$ cat config.mk
export PLATFORM = sky130hd
export DESIGN_NAME = websocket_frame_deframer_unit
export DESIGN_NICKNAME = d
export VERILOG_FILES = /design/src/wsfd_pkg.sv /design/src/websocket_frame_deframer_unit.sv /design/src/wsfd_parser.sv
export SDC_FILE = /design/constraint.sdc
export NUM_CORES = 1
export LEC_CHECK = 0
export BUFFER_PORTS_ARGS = -buffer_cell sky130_fd_sc_hd__buf_2
export CELL_PAD_IN_SITES_DETAIL_PLACEMENT = 1
export CELL_PAD_IN_SITES_GLOBAL_PLACEMENT = 2
export CORE_ASPECT_RATIO = 0.7
export CORE_MARGIN = 3
export CORE_UTILIZATION = 38
export CTS_CLUSTER_DIAMETER = 150
export DETAILED_ROUTE_END_ITERATION = 12
export GPL_TIMING_DRIVEN = 0
export PLACE_DENSITY = 0.9
export SYNTH_ARGS = -nofsm -noshare
export SYNTH_HDL_FRONTEND = slang
export SYNTH_SLANG_ARGS = --single-unit
$ cat constraint.sdc
create_clock -name i_clk -period 10.7 [get_ports i_clk]
set_input_delay 1.07 -clock i_clk [delete_from_list [all_inputs] [get_ports i_clk]]
set_output_delay 1.07 -clock i_clk [all_outputs]
set_load 0.01 [all_outputs]
$ cat src/wsfd_pkg.sv
// shared types and constants of the websocket frame deframer
// no dependencies; used by wsfd_parser and websocket_frame_deframer_unit
package wsfd_pkg;

    // result kinds
    localparam logic [1:0] KIND_HDR      = 2'd0;
    localparam logic [1:0] KIND_HDR_DONE = 2'd1;
    localparam logic [1:0] KIND_PAYLOAD  = 2'd2;

    // header byte fields
    localparam logic [7:0] FIN_BIT    = 8'h80;
    localparam logic [7:0] OPCODE_MSK = 8'h0F;
    localparam logic [7:0] MASK_BIT   = 8'h80;
    localparam logic [6:0] LEN_EXT16  = 7'd126;
    localparam logic [6:0] LEN_EXT64  = 7'd127;

    // header bytes still to come minus one
    localparam logic [2:0] CNT_EXT16 = 3'd1;
    localparam logic [2:0] CNT_EXT64 = 3'd7;
    localparam logic [2:0] CNT_KEY   = 3'd3;

    typedef struct packed {
        logic [1:0]  kind;
        logic [7:0]  out_byte;
        logic        fin;
        logic [3:0]  opcode;
        logic        masked;
        logic [63:0] payload_length;
        logic        frame_end;
    } t_result;

endpackage

$ cat src/websocket_frame_deframer_unit.sv
// top level of the websocket receive-side frame deframer
// depends on wsfd_pkg and wsfd_parser
//
// usage:
//   input channel: one byte of the received connection stream per transfer
//   (i_in_valid, i_in_byte; the block drives o_in_stall)
//   output channel: exactly one result per input byte (o_out_valid and the
//   result fields; the receiver drives i_out_stall)
//   each result is a header byte taken, a header complete carrying fin,
//   opcode, mask flag and payload length, or an unmasked payload byte;
//   o_frame_end marks the last byte of a frame (a zero-length frame ends on
//   its header-completing byte)
// output timing: the result of an input transfer is registered and shows on the
//   output register in the cycle after the transfer
// throughput: one byte per cycle while the receiver does not stall; the frame
//   state update and the 64-bit offset increment/compare sit in the combinational
//   path between the frame state registers and the output register
// stall: o_in_stall rises only while a result is held and the receiver
//   stalls it; a byte taken in the same cycle as the held result leaves
//   replaces it in the output register
// reset: synchronous, active low; the parser expects the first header byte
//   of a frame and the output register is empty
module websocket_frame_deframer_unit (
    input  logic        i_clk,
    input  logic        i_rst_n,
    // input channel
    input  logic        i_in_valid,
    output logic        o_in_stall,
    input  logic [7:0]  i_in_byte,
    // output channel
    output logic        o_out_valid,
    input  logic        i_out_stall,
    output logic [1:0]  o_kind,
    output logic [7:0]  o_out_byte,
    output logic        o_fin,
    output logic [3:0]  o_opcode,
    output logic        o_masked,
    output logic [63:0] o_payload_length,
    output logic        o_frame_end
);

    logic              in_take;
    logic              r_valid;
    wsfd_pkg::t_result res;
    wsfd_pkg::t_result r_res;

    // hold off input only while the output register is full and stuck
    assign o_in_stall = r_valid & i_out_stall;
    assign in_take    = i_in_valid & ~o_in_stall;

    wsfd_parser u_parser (
        .i_clk   (i_clk),
        .i_rst_n (i_rst_n),
        .i_take  (in_take),
        .i_byte  (i_in_byte),
        .o_res   (res)
    );

    // output valid: set by a new transfer in, cleared when the result leaves
    always_ff @(posedge i_clk) begin
        if (!i_rst_n) begin
            r_valid <= 1'b0;
        end else if (in_take) begin
            r_valid <= 1'b1;
        end else if (!i_out_stall) begin
            r_valid <= 1'b0;
        end
    end

    // result payload, no reset needed
    always_ff @(posedge i_clk) begin
        if (in_take) begin
            r_res <= res;
        end
    end

    assign o_out_valid      = r_valid;
    assign o_kind           = r_res.kind;
    assign o_out_byte       = r_res.out_byte;
    assign o_fin            = r_res.fin;
    assign o_opcode         = r_res.opcode;
    assign o_masked         = r_res.masked;
    assign o_payload_length = r_res.payload_length;
    assign o_frame_end      = r_res.frame_end;

    // only the known result kinds come out
    a_kind_known: assert property (@(posedge i_clk) disable iff (!i_rst_n)
        o_out_valid |-> (o_kind == wsfd_pkg::KIND_HDR || o_kind == wsfd_pkg::KIND_HDR_DONE
                         || o_kind == wsfd_pkg::KIND_PAYLOAD))
        else $error("unknown result kind");

    // data byte is zero outside the payload
    a_data_zero: assert property (@(posedge i_clk) disable iff (!i_rst_n)
        (o_out_valid && o_kind != wsfd_pkg::KIND_PAYLOAD) |-> (o_out_byte == 8'd0))
        else $error("non-payload result carries data");

    // a frame never ends on a plain header byte
    a_no_end_mid_header: assert property (@(posedge i_clk) disable iff (!i_rst_n)
        (o_out_valid && o_kind == wsfd_pkg::KIND_HDR) |-> !o_frame_end)
        else $error("frame end on a partial header");

    // input is held off only while a result is stuck in the output register
    a_stall_cause: assert property (@(posedge i_clk) disable iff (!i_rst_n)
        o_in_stall |-> (o_out_valid && i_out_stall))
        else $error("input stalled without a held result");

endmodule

$ cat src/wsfd_parser.sv
// frame header / payload parser: holds the frame state and computes one result per byte
// depends on wsfd_pkg
module wsfd_parser (
    input  logic             i_clk,
    input  logic             i_rst_n,
    input  logic             i_take,
    input  logic [7:0]       i_byte,
    output wsfd_pkg::t_result o_res
);

    typedef enum logic [2:0] {
        PH_FIRST   = 3'd0,
        PH_SECOND  = 3'd1,
        PH_EXTLEN  = 3'd2,
        PH_MASK    = 3'd3,
        PH_PAYLOAD = 3'd4
    } t_phase;

    t_phase      r_phase,  n_phase;
    logic [2:0]  r_count,  n_count;
    logic        r_fin,    n_fin;
    logic [3:0]  r_opcode, n_opcode;
    logic        r_mask,   n_mask;
    logic [63:0] r_len,    n_len;
    logic [31:0] r_key,    n_key;
    logic [63:0] r_offset, n_offset;

    logic [63:0] offset_inc;
    logic [7:0]  key_byte;
    logic [1:0]  kind;
    logic [7:0]  data;
    logic        fend;

    assign offset_inc = r_offset + 64'd1;

    always_comb begin
        case (r_offset[1:0])
            2'd0:    key_byte = r_key[31:24];
            2'd1:    key_byte = r_key[23:16];
            2'd2:    key_byte = r_key[15:8];
            default: key_byte = r_key[7:0];
        endcase
    end

    always_comb begin
        n_phase  = r_phase;
        n_count  = r_count;
        n_fin    = r_fin;
        n_opcode = r_opcode;
        n_mask   = r_mask;
        n_len    = r_len;
        n_key    = r_key;
        n_offset = r_offset;
        kind     = wsfd_pkg::KIND_HDR;
        data     = 8'd0;
        fend     = 1'b0;
        case (r_phase)
            PH_SECOND: begin
                n_mask = (i_byte & wsfd_pkg::MASK_BIT) != 8'd0;
                n_len  = 64'd0;
                if (i_byte[6:0] == wsfd_pkg::LEN_EXT16) begin
                    n_phase = PH_EXTLEN;
                    n_count = wsfd_pkg::CNT_EXT16;
                end else if (i_byte[6:0] == wsfd_pkg::LEN_EXT64) begin
                    n_phase = PH_EXTLEN;
                    n_count = wsfd_pkg::CNT_EXT64;
                end else begin
                    n_len = {57'd0, i_byte[6:0]};
                    if (n_mask) begin
                        n_phase = PH_MASK;
                        n_count = wsfd_pkg::CNT_KEY;
                    end else begin
                        kind     = wsfd_pkg::KIND_HDR_DONE;
                        n_offset = 64'd0;
                        fend     = (i_byte[6:0] == 7'd0);
                        n_phase  = fend ? PH_FIRST : PH_PAYLOAD;
                    end
                end
            end
            PH_EXTLEN: begin
                n_len = {r_len[55:0], i_byte};
                if (r_count == 3'd0) begin
                    if (r_mask) begin
                        n_phase = PH_MASK;
                        n_count = wsfd_pkg::CNT_KEY;
                    end else begin
                        kind     = wsfd_pkg::KIND_HDR_DONE;
                        n_offset = 64'd0;
                        fend     = (n_len == 64'd0);
                        n_phase  = fend ? PH_FIRST : PH_PAYLOAD;
                    end
                end else begin
                    n_count = r_count - 3'd1;
                end
            end
            PH_MASK: begin
                n_key = {r_key[23:0], i_byte};
                if (r_count == 3'd0) begin
                    kind     = wsfd_pkg::KIND_HDR_DONE;
                    n_offset = 64'd0;
                    fend     = (r_len == 64'd0);
                    n_phase  = fend ? PH_FIRST : PH_PAYLOAD;
                end else begin
                    n_count = r_count - 3'd1;
                end
            end
            PH_PAYLOAD: begin
                kind     = wsfd_pkg::KIND_PAYLOAD;
                data     = r_mask ? (i_byte ^ key_byte) : i_byte;
                n_offset = offset_inc;
                if (offset_inc == r_len) begin
                    fend    = 1'b1;
                    n_phase = PH_FIRST;
                end
            end
            default: begin
                // first header byte; unused phase codes land here too
                n_fin    = (i_byte & wsfd_pkg::FIN_BIT) != 8'd0;
                n_opcode = 4'(i_byte & wsfd_pkg::OPCODE_MSK);
                n_mask   = 1'b0;
                n_len    = 64'd0;
                n_key    = 32'd0;
                n_offset = 64'd0;
                n_count  = 3'd0;
                n_phase  = PH_SECOND;
            end
        endcase
    end

    always_comb begin
        o_res.kind           = kind;
        o_res.out_byte       = data;
        o_res.fin            = n_fin;
        o_res.opcode         = n_opcode;
        o_res.masked         = n_mask;
        o_res.payload_length = n_len;
        o_res.frame_end      = fend;
    end

    always_ff @(posedge i_clk) begin
        if (!i_rst_n) begin
            r_phase  <= PH_FIRST;
            r_count  <= 3'd0;
            r_fin    <= 1'b0;
            r_opcode <= 4'd0;
            r_mask   <= 1'b0;
            r_len    <= 64'd0;
            r_key    <= 32'd0;
            r_offset <= 64'd0;
        end else if (i_take) begin
            r_phase  <= n_phase;
            r_count  <= n_count;
            r_fin    <= n_fin;
            r_opcode <= n_opcode;
            r_mask   <= n_mask;
            r_len    <= n_len;
            r_key    <= n_key;
            r_offset <= n_offset;
        end
    end

endmodule
==> metrics.md <==
| Metric | Value |
|---|---|
| Via-per-instance ratio | 6.178 |
| Wire length on met3 | roughly 6.2 mm |
| Simple-gate portion of the synthesized area | 0.2662 |
| Synth Instances | 1643 |
| Core area | roughly 36000 sq um |
| Slew Limit Headroom | 0.03250 |
| Lkg Pwr | 5.438 nW |
| Clk_lat worst skew | ~0.56 ns |
| First-pass GRT wire length | 89.57 mm |
| Floorplan die height | 166.6 um |
| Outcome | complete, no violations |
| R2R depth | 10 |
| Worst clock skew | 0.009554 ns |
| RSZ-0062 raised after global routing | false |
| CP arrival | 5.47 ns |
| Largest net degree at the start of global routing | 62 |
| Final ANT Viol Nets | 0 |
| I/O Buffers | just over 90 |
| Setup TNS | 0 ns |
| Hold path cells | 2 |
| CP Capture Type | register |
| Final Net Count | 1785 |
| HP Class | reg -> reg |
| Avg Inst Size Synth | between 8 and 9 sq um |
| Main synth FF type | dfxtp_1 |
| CTS Buf Count | 27 |
| Post-CTS setup buffers | 0 |
| Yosys warnings | 0 |
| Routed wire length | 60.63 mm |
| CTS hold repair buffers | 0 |
| Crit path largest cell delay | roughly 0.9 ns |
| Clk buf depth | 3 |
| Power Density | 140.9 nW/um^2 |
| Area Growth Syn to Fin | 14.63% |
| Wl on met1 | between 20 and 30 mm |
| HPWL after DPL | between 40 and 50 mm |
| Via count | 14018 |
| Layout cells sized above 1 | 0.1025 |
| Crit-path max FO | 9 |
| Max Slew Vio Count | 0 |
| Worst-path clk slew | approximately 0.070 ns |
| CP Data Required Time | 11.11 ns |
| Grt ovf | 0 |
| Distinct cells, synth | 76 |
| Mapped Area | 14000 sq um |
| Worst-path cell chain | clkbuf_1 -> nand4_1 -> nor4_2 -> nand4_1 -> nor4b_1 -> nor3b_1 -> a2111oi_0 -> nand4b_1 -> nor4_1 -> a211oi_1 |
| F_max | 197.5 MHz |
| Crit path launch type | register |
| Most used cell, CP | nand4_1 |
| Slew of the pin with the lowest slew margin | 1.438 ns |
| IO Pins | 95 |
| Number of global-route vias before repair | about 13000 |
| DR WL/cell | 26.72 um |
| Residual DRC count | 0 |
| Drt pass-1 iters | 9 |
| CTS tree | done |
| Gpl congestion | 1.005 |
| Compound-Gate Fraction of Synth Area | 0.1916 |
| Period Utilization, post-route | 0.4731 |
| Clock root buffer master | clkbuf_16 |
| Slowest-stage cell, CP | nor4b_1 |
| Post-Synth Adder-Cell Area | 0.006973 |
| Initial DRC count | approximately 1700 |
| Setup Viol. Count Final | 0 |
| Routed wl met2 | 24.59 mm |
| Largest family of logic cells by synthesized area | simple AND/OR/NAND/NOR gates |
| Hold Slack | 0.4745 ns |
| H-tree Lvls | 1 |
| FFs w/ async S/R, synth | 0 |
| Final min period | 5.062 ns |
| Post-synthesis mux area share | 0.008314 |
| Top Metal Used | met4 |
| Initial antenna violation count | 1 |
| Gr usage total | 0.2980 |
| Chip Width | 235.4 um |
| FP Rows | 58 |
| FF+latch count, synth | 254 |
| Max-cap violations | 0 |
| Post-synth EDFFs | 81 |
| Post-CTS sizing | 0 |
| Final Hold Fails | 0 |
| XOR/XNOR share of the synthesized area | 0.06571 |
| Post-Syn Nets | 1662 |
| Clock sink count | about 250 |
| Full die area | 39210 sq um |
| CP Class | reg -> reg |
| Worst vdd ir | around 0.13 mV |
| Register area share after synthesis | 0.4212 |
| Effective utilization at floorplan | 0.3873 |
-- layout make-up --
| type | instances | area, sq um |
|---|---|---|
| Clock buffer | 33 | 708.2 |
| Inverter | 13 | 48.80 |
| Sequential cell | 254 | 5896 |
| Antenna cell | 3 | 7.507 |
| Clock inverter | 16 | 220.2 |
| Timing Repair Buffer | 94 | 495.5 |
| Tap cell | 480 | 600.6 |
| Fill cell | 4319 | 20100 |
| Buffer | 130 | 514.2 |
| Multi-Input combinational cell | 1246 | 7552 |
-- metal layers --
layer	up-vias	track usage
met2	670	0.4218
met5	-	0
li1	6179	-
met3	63	0.06439
met1	7106	0.4661
met4	0	0.04915
-- sequential cells by signal (all words and copies together), names as in the netlist --
register           cells
o_fin                  1
o_frame_end            1
o_kind                 2
o_masked               1
o_opcode               4
o_out_byte             8
o_out_valid            1
o_payload_length      64
u_parser.r_count       3
u_parser.r_fin         1
u_parser.r_key        32
u_parser.r_len        64
u_parser.r_mask        1
u_parser.r_offset     64
u_parser.r_opcode      4
u_parser.r_phase       3
-- layout by cell type (no fill, tap or decap), types with 6 or more instances in the layout --
| cell type | Yosys | final |
|---|---|---|
| a21boi_0 | 123 | 123 |
| a21oi_1 | 40 | 40 |
| a222oi_1 | 8 | 8 |
| a22o_1 | 64 | 64 |
| and2_1 | 19 | 19 |
| and3_1 | 14 | 14 |
| and4_1 | 8 | 8 |
| buf_1 | 8 | 8 |
| buf_2 | 10 | 102 |
| clkbuf_1 | 106 | 110 |
| clkbuf_16 | 0 | 27 |
| dfxtp_1 | 173 | 173 |
| edfxtp_1 | 81 | 81 |
| ha_1 | 7 | 7 |
| inv_1 | 12 | 12 |
| mux2i_1 | 6 | 6 |
| nand2_1 | 280 | 280 |
| nand2b_1 | 8 | 8 |
| nand3_1 | 72 | 72 |
| nand3b_1 | 7 | 7 |
| nand4_1 | 38 | 38 |
| nor2_1 | 95 | 95 |
| nor2b_1 | 32 | 32 |
| nor3_1 | 55 | 54 |
| nor3b_1 | 9 | 9 |
| nor4_1 | 51 | 50 |
| o21a_1 | 22 | 22 |
| o21ai_0 | 74 | 74 |
| or2_2 | 6 | 6 |
| or3_1 | 10 | 10 |
| or4_1 | 12 | 12 |
| xnor2_1 | 70 | 70 |
| xor2_1 | 35 | 35 |
-- cells by family (layout without fill, tap and decap cells) --
logic type,after synthesis,after routing
buf+inv,143,286
compound gates,378,378
simple gates,744,744
xor+xnor,105,105
fa+ha+maj,8,8
other cells,0,3
mux,11,11
flops,254,254
-- Yosys cell counts (6+ instances only) --
cell | n | area [sq um]
inv_1 | 12 | 45.04
a21oi_1 | 40 | 200.2
nand3_1 | 72 | 360.4
xnor2_1 | 70 | 613.1
nand2b_1 | 8 | 50.05
nor2b_1 | 32 | 200.2
nor4_1 | 51 | 319.1
mux2i_1 | 6 | 60.06
nor3_1 | 55 | 275.3
xor2_1 | 35 | 306.5
a21boi_0 | 123 | 923.4
o21a_1 | 22 | 165.2
or4_1 | 12 | 90.09
and4_1 | 8 | 70.07
nor2_1 | 95 | 356.6
nand2_1 | 280 | 1051
o21ai_0 | 74 | 370.4
nand3b_1 | 7 | 52.55
nor3b_1 | 9 | 67.56
clkbuf_1 | 106 | 397.9
buf_2 | 10 | 50.05
and2_1 | 19 | 118.9
buf_1 | 8 | 30.03
a222oi_1 | 8 | 80.08
a22o_1 | 64 | 560.5
nand4_1 | 38 | 237.7
or3_1 | 10 | 62.56
ha_1 | 7 | 87.58
and3_1 | 14 | 87.58
dfxtp_1 | 173 | 3463
or2_2 | 6 | 37.54
edfxtp_1 | 81 | 2432
-- worst paths after layout --
path,startpoint,end,slack (ns)
setup / recovery,u_parser.r_offset[26],u_parser.r_phase[2],5.64
hold / removal,u_parser.r_key[26],u_parser.r_key[26],0.47
setup reg to reg,u_parser.r_offset[26],u_parser.r_phase[2],5.64
hold reg to reg,u_parser.r_key[26],u_parser.r_key[26],0.47
-- per-stage QoR --
stage	utilization	cells	instance area (sq um)	power [mW]	worst slack [ns]
CTS	0.4436	2266	16030	2.266	5.854
finish	0.4439	2269	16040	2.260	5.638
global placement	0.4166	2215	15060	1.254	4.579
detailed placement	0.4179	2217	15100	1.258	5.506
floorplan	-	1643	14000	1.164	6.273
global route	0.4437	2266	16040	2.327	5.277
-- critical path: cells and delay by family, from the launching register on --
kind                   cells  cell delay, ns
AO/OA/AOI/OAI              2            0.87
AND/OR/NAND/NOR            7            3.38
flip-flops                 1            0.30
buffers and inverters      1            0.35
-- report_power, final --
| part | switching [mW] | internal (mW) | leakage [nW] | total [mW] |
|---|---|---|---|---|
| Clock | 0.425 | 0.593 | 0.451 | 1.02 |
| Sequential | 0.0103 | 1.02 | 2.21 | 1.03 |
| Combinational | 0.159 | 0.0563 | 2.77 | 0.215 |
Power figures use the tool's default switching activity.
